## src/rtl/mttc_pkg.sv

```systemverilog
// ----------------------------------------------------------------------------
// mttc_pkg
// shared types, codes and constants of the mixed type trigger comparator
// ----------------------------------------------------------------------------
package mttc_pkg;

	localparam int unsigned INT_WIDTH_DEF = 64;

	typedef enum logic [2:0] {
		REL_EQ = 3'd0,
		REL_NE = 3'd1,
		REL_GT = 3'd2,
		REL_GE = 3'd3,
		REL_LT = 3'd4,
		REL_LE = 3'd5
	} rel_t;

	typedef enum logic [1:0] {
		TYPE_FLOAT    = 2'd0,
		TYPE_SIGNED   = 2'd1,
		TYPE_UNSIGNED = 2'd2,
		TYPE_INVALID  = 2'd3
	} op_type_t;

	localparam logic [1:0] ADDR_RELATION    = 2'd0;
	localparam logic [1:0] ADDR_TYPE_FIRST  = 2'd1;
	localparam logic [1:0] ADDR_TYPE_SECOND = 2'd2;

	// control bundle for the relation logic
	typedef struct packed {
		logic        invalid;
		logic        use_float;
		logic        any_nan;
		logic [2:0]  relation;
	} cmp_ctl_t;

endpackage

```

## src/rtl/mttc_to_key.sv

```systemverilog
// ----------------------------------------------------------------------------
// mttc_to_key
// maps one operand to an order-preserving unsigned key (float or integer)
// ----------------------------------------------------------------------------
module mttc_to_key
	import mttc_pkg::*;
#(
	parameter int unsigned INT_WIDTH = INT_WIDTH_DEF
) (
	input  logic [63:0]          value,
	input  logic [1:0]           op_type,
	input  logic                 signed_mode,
	output logic [31:0]          float_key,
	output logic                 is_nan,
	output logic [INT_WIDTH-1:0] int_key
);

	logic [INT_WIDTH-1:0] raw;
	logic                 neg;
	logic [INT_WIDTH-1:0] mag;
	logic [31:0]          fbits;
	logic [31:0]          conv;
	logic [6:0]           msb;
	logic [63:0]          mag64;
	logic [63:0]          norm;
	logic [23:0]          mant;
	logic                 guard;
	logic                 sticky;
	logic [24:0]          mrnd;
	logic [7:0]           expo;

	assign raw = value[INT_WIDTH-1:0];
	assign neg = (op_type == TYPE_SIGNED) && raw[INT_WIDTH-1];
	assign mag = neg ? (~raw + 1'b1) : raw;
	assign mag64 = 64'(mag);

	always_comb begin
		msb = 7'd0;
		for (int i = 0; i < 64; i++) begin
			if (mag64[i]) begin
				msb = 7'(i);
			end
		end
	end

	assign norm   = mag64 << (7'd63 - msb);
	assign mant   = norm[63:40];
	assign guard  = norm[39];
	assign sticky = |norm[38:0];
	assign mrnd   = {1'b0, mant} + 25'(guard && (sticky || mant[0]));

	always_comb begin
		expo = 8'(msb) + 8'd127;
		if (mrnd[24]) begin
			expo = expo + 8'd1;
		end
		if (mag64 == 64'd0) begin
			conv = 32'd0;
		end else begin
			conv = {neg, expo, mrnd[24] ? mrnd[23:1] : mrnd[22:0]};
			conv[22:0] = mrnd[24] ? 23'd0 : mrnd[22:0];
		end
	end

	assign fbits  = (op_type == TYPE_FLOAT) ? value[31:0] : conv;
	assign is_nan = (fbits[30:23] == 8'hFF) && (fbits[22:0] != 23'd0);

	always_comb begin
		if (fbits[30:0] == 31'd0) begin
			float_key = 32'h8000_0000;
		end else if (fbits[31]) begin
			float_key = ~fbits;
		end else begin
			float_key = fbits | 32'h8000_0000;
		end
	end

	assign int_key = signed_mode ? {~raw[INT_WIDTH-1], raw[INT_WIDTH-2:0]} : raw;

endmodule

```

## src/rtl/mttc_relate.sv

```systemverilog
// ----------------------------------------------------------------------------
// mttc_relate
// applies the configured relation to two keys
// ----------------------------------------------------------------------------
module mttc_relate
	import mttc_pkg::*;
#(
	parameter int unsigned INT_WIDTH = INT_WIDTH_DEF
) (
	input  cmp_ctl_t             ctl,
	input  logic [31:0]          fa,
	input  logic [31:0]          fb,
	input  logic [INT_WIDTH-1:0] ia,
	input  logic [INT_WIDTH-1:0] ib,
	output logic                 met
);

	logic eq;
	logic gt;

	assign eq = ctl.use_float ? (fa == fb) : (ia == ib);
	assign gt = ctl.use_float ? (fa > fb) : (ia > ib);

	always_comb begin
		if (ctl.invalid) begin
			met = 1'b0;
		end else if (ctl.use_float && ctl.any_nan) begin
			met = (ctl.relation == REL_NE);
		end else begin
			case (ctl.relation)
				REL_EQ:  met = eq;
				REL_NE:  met = !eq;
				REL_GT:  met = gt;
				REL_GE:  met = gt || eq;
				REL_LT:  met = !gt && !eq;
				REL_LE:  met = !gt;
				default: met = 1'b0;
			endcase
		end
	end

endmodule

```

## src/rtl/mixed_type_trigger_comparator.sv

```systemverilog
// ----------------------------------------------------------------------------
// mixed_type_trigger_comparator
// compares two operands of configurable type under a configurable relation
// ----------------------------------------------------------------------------
// One transaction per clock: busy is always low, so start is taken every
// cycle. Operands are captured in the input register at the accepting edge,
// converted to keys and compared in the following cycle, and the outcome is
// captured in the result register at the next edge; done and condition_met
// are valid in the cycle after that, one cycle long. The receiver cannot
// stall, and results are never held back.
module mixed_type_trigger_comparator
	import mttc_pkg::*;
#(
	parameter int unsigned INT_WIDTH = INT_WIDTH_DEF
) (
	input  logic        clk,
	input  logic        arst_n,
	input  logic        psel,
	input  logic        penable,
	input  logic        pwrite,
	input  logic [3:0]  paddr,
	input  logic [31:0] pwdata,
	output logic [31:0] prdata,
	output logic        pready,
	input  logic        start,
	output logic        busy,
	input  logic [63:0] value_first,
	input  logic [63:0] value_second,
	output logic        done,
	output logic        condition_met
);

	logic [2:0] relation_q;
	logic [1:0] type_first_q;
	logic [1:0] type_second_q;
	logic       wr;

	assign pready = 1'b1;
	assign busy   = 1'b0;
	assign wr     = psel && penable && pwrite;

	always_ff @(posedge clk or negedge arst_n) begin
		if (!arst_n) begin
			relation_q    <= REL_EQ;
			type_first_q  <= TYPE_UNSIGNED;
			type_second_q <= TYPE_UNSIGNED;
		end else if (wr) begin
			case (paddr[3:2])
				ADDR_RELATION:    relation_q    <= pwdata[2:0];
				ADDR_TYPE_FIRST:  type_first_q  <= pwdata[1:0];
				ADDR_TYPE_SECOND: type_second_q <= pwdata[1:0];
				default: ;
			endcase
		end
	end

	always_comb begin
		case (paddr[3:2])
			ADDR_RELATION:    prdata = {29'd0, relation_q};
			ADDR_TYPE_FIRST:  prdata = {30'd0, type_first_q};
			ADDR_TYPE_SECOND: prdata = {30'd0, type_second_q};
			default:          prdata = 32'd0;
		endcase
	end

	// input register
	logic [63:0] a_s1;
	logic [63:0] b_s1;
	logic        v_s1;

	always_ff @(posedge clk or negedge arst_n) begin
		if (!arst_n) begin
			v_s1 <= 1'b0;
		end else begin
			v_s1 <= start;
		end
	end

	always_ff @(posedge clk) begin
		a_s1 <= value_first;
		b_s1 <= value_second;
	end

	logic                 signed_mode;
	logic [31:0]          fa;
	logic [31:0]          fb;
	logic                 nan_a;
	logic                 nan_b;
	logic [INT_WIDTH-1:0] ia;
	logic [INT_WIDTH-1:0] ib;
	cmp_ctl_t             ctl;
	logic                 met;

	assign signed_mode = !(type_first_q == TYPE_UNSIGNED && type_second_q == TYPE_UNSIGNED);

	mttc_to_key #(.INT_WIDTH(INT_WIDTH)) u_key_a (
		.value(a_s1), .op_type(type_first_q), .signed_mode(signed_mode),
		.float_key(fa), .is_nan(nan_a), .int_key(ia)
	);

	mttc_to_key #(.INT_WIDTH(INT_WIDTH)) u_key_b (
		.value(b_s1), .op_type(type_second_q), .signed_mode(signed_mode),
		.float_key(fb), .is_nan(nan_b), .int_key(ib)
	);

	always_comb begin
		ctl.invalid   = (type_first_q == TYPE_INVALID) || (type_second_q == TYPE_INVALID);
		ctl.use_float = (type_first_q == TYPE_FLOAT) || (type_second_q == TYPE_FLOAT);
		ctl.any_nan   = nan_a || nan_b;
		ctl.relation  = relation_q;
	end

	mttc_relate #(.INT_WIDTH(INT_WIDTH)) u_relate (
		.ctl(ctl), .fa(fa), .fb(fb), .ia(ia), .ib(ib), .met(met)
	);

	// result register
	logic done_q;
	logic met_q;

	always_ff @(posedge clk or negedge arst_n) begin
		if (!arst_n) begin
			done_q <= 1'b0;
		end else begin
			done_q <= v_s1;
		end
	end

	always_ff @(posedge clk) begin
		met_q <= met;
	end

	assign done          = done_q;
	assign condition_met = met_q;

endmodule

```

## config.mk

```make
export PLATFORM = sky130hd
export DESIGN_NAME = mixed_type_trigger_comparator
export DESIGN_NICKNAME = d
export VERILOG_FILES = /design/src/rtl/mttc_pkg.sv /design/src/rtl/mttc_to_key.sv /design/src/rtl/mttc_relate.sv /design/src/rtl/mixed_type_trigger_comparator.sv
export SDC_FILE = /design/constraint.sdc
export NUM_CORES = 1
export LEC_CHECK = 0
export BUFFER_PORTS_ARGS = -buffer_cell sky130_fd_sc_hd__buf_2
export CORE_UTILIZATION = 35
export CTS_BUF_LIST = sky130_fd_sc_hd__clkbuf_4 sky130_fd_sc_hd__clkbuf_8
export CTS_CLUSTER_SIZE = 12
export DETAILED_ROUTE_END_ITERATION = 10
export HOLD_SLACK_MARGIN = 0.08
export SETUP_SLACK_MARGIN = 0.05
export SLEW_MARGIN = 20
export SYNTH_ARGS = -nofsm -noshare
export SYNTH_HDL_FRONTEND = slang
export SYNTH_SLANG_ARGS = --single-unit
```

## constraint.sdc

```tcl
create_clock -name clk -period 9.3 [get_ports clk]
set_input_delay 0.93 -clock clk [delete_from_list [all_inputs] [get_ports clk]]
set_output_delay 0.93 -clock clk [all_outputs]
set_load 0.01 [all_outputs]
```

==> results <==
- The flow ran to the end, but the final reports show violations.
- The final reports fail on negative setup slack.
- After synthesis, the share of flip-flops with an asynchronous set or reset is 0.0652.
- OpenSTA, run right after detailed placement, puts the worst setup slack at -1.09 ns.
- Subtracting the final worst setup slack from the clock period gives 9.78 ns.
- The core area is 85300 um^2.
- The first global-routing pass estimated 296000 um of wire.
- Sorting the synthesized cells by area gives the leading types as sky130_fd_sc_hd__dfxtp_1 (8.6%), sky130_fd_sc_hd__mux2i_1 (7.3%), sky130_fd_sc_hd__xnor2_1 (5.5%).
- The floorplan step set the die width to 296 um.
- The share of post-route cells with drive strength above 1 is 0.423.
- The area added between synthesis and finish is 58.9%.
- The clock-pin slew of the registers on the worst-case setup and hold paths is 0.11 ns.
- For this design, the slowest cell found on the critical path is sky130_fd_sc_hd__a2111o_1.
- Headroom to the max-slew limit came out at 0.187.
- The start-to-end type of the worst setup path is flip-flop to flip-flop.
- The pin count of the biggest net entering global routing is 51.
- The worst-case setup margin in the final layout is -0.484 ns.
- The die covers 87300 um^2.
- The later pin in the worst-skew pair is clocked with a latency of 0.61 ns.
- The number of clock buffers added by TritonCTS is 17.
- Among the stages of the critical path, the cell type that occurs most often is sky130_fd_sc_hd__buf_4.
- The clock net sink count is 138.
- A synthesized cell averages 7.01 um^2.
- Hold is met by 0.193 ns.
- On the critical path the largest part of the delay comes from simple AND/OR/NAND/NOR gates.
- The initial cell density of the core is 0.354.
- For this run, the total global-route usage over all layers was measured as 0.460.
- The remaining routing DRC violations is 0.
- The height of the die is 296 um.
- Setup repair after global routing could not meet its margin everywhere.
- Once detail routing completed, the nets flagged for antenna violations numbered 0.
- Detailed routing placed a total of 88400 um of wire on met2.
- The root buffer cell is sky130_fd_sc_hd__clkbuf_8.
- The wire-length estimate of the detail-placed layout is 169000 um.
- The min-delay analysis places its worst path in the category input port to async pin.
- The final routed wirelength across all metal layers is 204000 um.
- For this block, the via count after detailed routing is 44600.
- The peak per-stage delay on the critical path is 0.43 ns.
- Summed over all instances, the cell type with the most area after synthesis is sky130_fd_sc_hd__dfxtp_1.
- In the final design database the tool counted 6351 nets.
- 206 I/O pins were placed.
- Once placement completed, the tool counted placed cells totaling 7134.
- Together, buffers and inverters on the worst path number 15.
- The finished layout holds 7248 standard cells, fillers aside.
- For this design the static power due to leakage is 0.0208 uW.
- For the pin with the worst max-slew slack, the measured transition is 1.20 ns.
- The total count of hold-check failures in the final report is 0.
- For this block, the initial DRC count from the detailed router was 4713.
- The worst setup path is captured at a flip-flop.
- Wire segments on met3 add up to 18300 um in the final route.
- Of the post-synthesis cell area, the dominant cell type holds 0.0856.
- The power per cell area is 161 nW/um^2.
- In this run the worst path has a maximum fanout of 16.
- For this run, the number of Yosys warnings is 0.
- The residual overflow from global routing is 0.
- In this run the number of H-tree levels came out at 4.
- Data on the critical path arrives at its endpoint at 10.27 ns.
- VDD sags by at most 0.120 mV.
- The placement row count is 107.
- The initial antenna violation count came to 23.
- The period utilization is 1.05.
- The critical path depth in cells is 48.
- The maximum number of buffers from clock root to sink is 2.
- The number of global-route vias before repair is 43500.
- The filler cells instantiated in the layout total 8445.
- The required arrival time at the worst endpoint is 9.79 ns.
- The wire length the detailed router placed on met1 is 75300 um.
- Across the routed clock network, the largest skew measured is 0.0446 ns.
- The proportion of synthesized chip area in sequential cells is 0.0932.
- The dominant synthesized flop cell is sky130_fd_sc_hd__dfxtp_1.
- The number of different library cells in the post-synthesis netlist is 129.
- After technology mapping, the gate count stands at 4303.
- Dividing the detail-routed via count by the number of cells gives 6.15.
- The number of synthesized register bits is 138.
- In this run, synthesis inferred 0 flip-flops with an integrated enable.
- In the final routed layout, each cell accounts on average for 28.1 um.
- The clock tree from TritonCTS is built.
- The highest metal layer carrying signal wires in the routed design is met5.
- The first detailed-routing pass ran for 6 iterations.
- The synthesized netlist occupies a cell area of 30200 um^2.
- In this run the tool buffered the top-level ports with 143 buffer cells.
- The worst register-to-register path has a depth of 48.
- STA classifies the critical path startpoint as a flip-flop.
- Routability-driven placement finished with a final weighted congestion of 1.12.
- The number of maximum-capacitance violations is 0.
- Setup violations remaining at the end of the flow were counted as 1.
- The count of final max-slew check failures is 0.
- The maximum clock frequency is 102 MHz.
-- worst reg2reg max path: cells and delay by family (launching register included) --
family	cells	cell delay, ns
AOI/OAI and AO/OA	12	2.75
adders and majority gates	2	0.52
buffers and inverters	15	2.40
DFF	1	0.38
and+or+nand+nor	19	3.66
-- layer usage --
metal  up-vias  track usage
li1      20200            -
met1     20900        0.522
met2      2596        0.721
met3       842        0.111
met4        16        0.404
met5         -            0
-- power breakdown --
part / switching (uW) / internal, uW
registers: 55.4 / 633
clock network: 316 / 224
logic: 3590 / 2870
-- through the flow --
step / total power (uW) / setup TNS [ns] / utilization / area [um^2]
final: 7690 / -0.484 / 0.562 / 47900
after global placement: 6540 / -1.00 / 0.534 / 45500
after detailed placement: 6540 / -1.09 / 0.534 / 45500
after floorplan: 3430 / -0.0807 / - / 30400
after CTS: 7290 / -0.327 / 0.553 / 47100
after global routing: 8020 / -0.834 / 0.562 / 47900
-- final timing paths --
path | startpoint | endpoint | slack (ns)
max | a_s1[0] | condition_met | -0.48
max in group asynchronous | arst_n | type_second_q[1] | 8.86
max reg2reg | a_s1[0] | condition_met | -0.48
min | arst_n | v_s1 | 0.19
min in group clk | value_second[23] | b_s1[23] | 0.40
min reg2reg | v_s1 | done | 0.41
-- layout by cell type, fill, tap and decap left out, types with 28 or more instances in the layout --
cell / n
sky130_fd_sc_hd__nand4_1: 117
sky130_fd_sc_hd__buf_4: 1903
sky130_fd_sc_hd__buf_12: 45
sky130_fd_sc_hd__and3_1: 37
sky130_fd_sc_hd__nor4_1: 81
sky130_fd_sc_hd__xor2_1: 44
sky130_fd_sc_hd__nand3_1: 206
sky130_fd_sc_hd__or3_1: 34
sky130_fd_sc_hd__conb_1: 31
sky130_fd_sc_hd__o2111ai_1: 29
sky130_fd_sc_hd__a22oi_1: 42
sky130_fd_sc_hd__mux2_2: 49
sky130_fd_sc_hd__o211ai_1: 122
sky130_fd_sc_hd__ha_1: 101
sky130_fd_sc_hd__buf_2: 143
sky130_fd_sc_hd__and2_1: 34
sky130_fd_sc_hd__a31oi_1: 87
sky130_fd_sc_hd__a211oi_1: 70
sky130_fd_sc_hd__xnor2_1: 188
sky130_fd_sc_hd__inv_1: 85
sky130_fd_sc_hd__o21ai_0: 186
sky130_fd_sc_hd__o22ai_1: 48
sky130_fd_sc_hd__nand2b_1: 38
sky130_fd_sc_hd__nor2b_1: 34
sky130_fd_sc_hd__o31ai_1: 38
sky130_fd_sc_hd__nand2_1: 342
sky130_fd_sc_hd__nor3_1: 166
sky130_fd_sc_hd__or2_2: 28
sky130_fd_sc_hd__mux2i_1: 191
sky130_fd_sc_hd__nor2_1: 349
sky130_fd_sc_hd__a21oi_1: 203
sky130_fd_sc_hd__dfxtp_1: 122
-- registers in the layout (all words and copies together), names as in the netlist --
register	flops
done	1
a_s1	64
condition_met	1
type_first_q	2
relation_q	3
type_second_q	2
v_s1	1
b_s1	64
-- cells by family after synthesis --
group	after synthesis	share of synthesized area
buffers and inverters	481	0.0731
AO/OA/AOI/OAI	1359	0.328
XOR/XNOR	239	0.0699
other	2	0.000249
flip-flops	138	0.0932
AND/OR/NAND/NOR	1704	0.297
multiplexers	276	0.0951
adder cells (fa/ha/maj)	104	0.0431
-- layout make-up --
| cell class | count | area [um^2] | share of cell area |
|---|---|---|---|
| well taps | 1144 | 1430 | 0.0299 |
| inverters | 96 | 363 | 0.00757 |
| repair buffers | 2109 | 16100 | 0.336 |
| clock buffers | 18 | 248 | 0.00517 |
| diodes | 15 | 37.5 | 0.000783 |
| flip-flops and latches | 138 | 2820 | 0.0589 |
| clock inverters | 13 | 133 | 0.00277 |
| multi-input cells | 3715 | 26800 | 0.559 |
-- timing repair --
| action | in CTS | in global routing |
|---|---|---|
| endpoints found under the setup margin | 1 | 1 |
| buffers inserted | 40 | 26 |
| pin swaps | 60 | 58 |
| gates cloned | 2 | 0 |
| resized for setup | 173 | 114 |
| hold buffers | 0 | 0 |
-- Yosys cell counts, drive strengths merged, types with 52 or more instances --
master and number:
nand2 359, a211oi 84, nor4 114, nor3 188
clkbuf 212, o21ai 219, mux2 52, nand4 123
dfxtp 129, inv 91, buf 173, ha 104
o211ai 122, a21oi 217, nand3 211, nor2 364
xnor2 193, a31oi 95, mux2i 221
(Power assumes the default switching activity.)
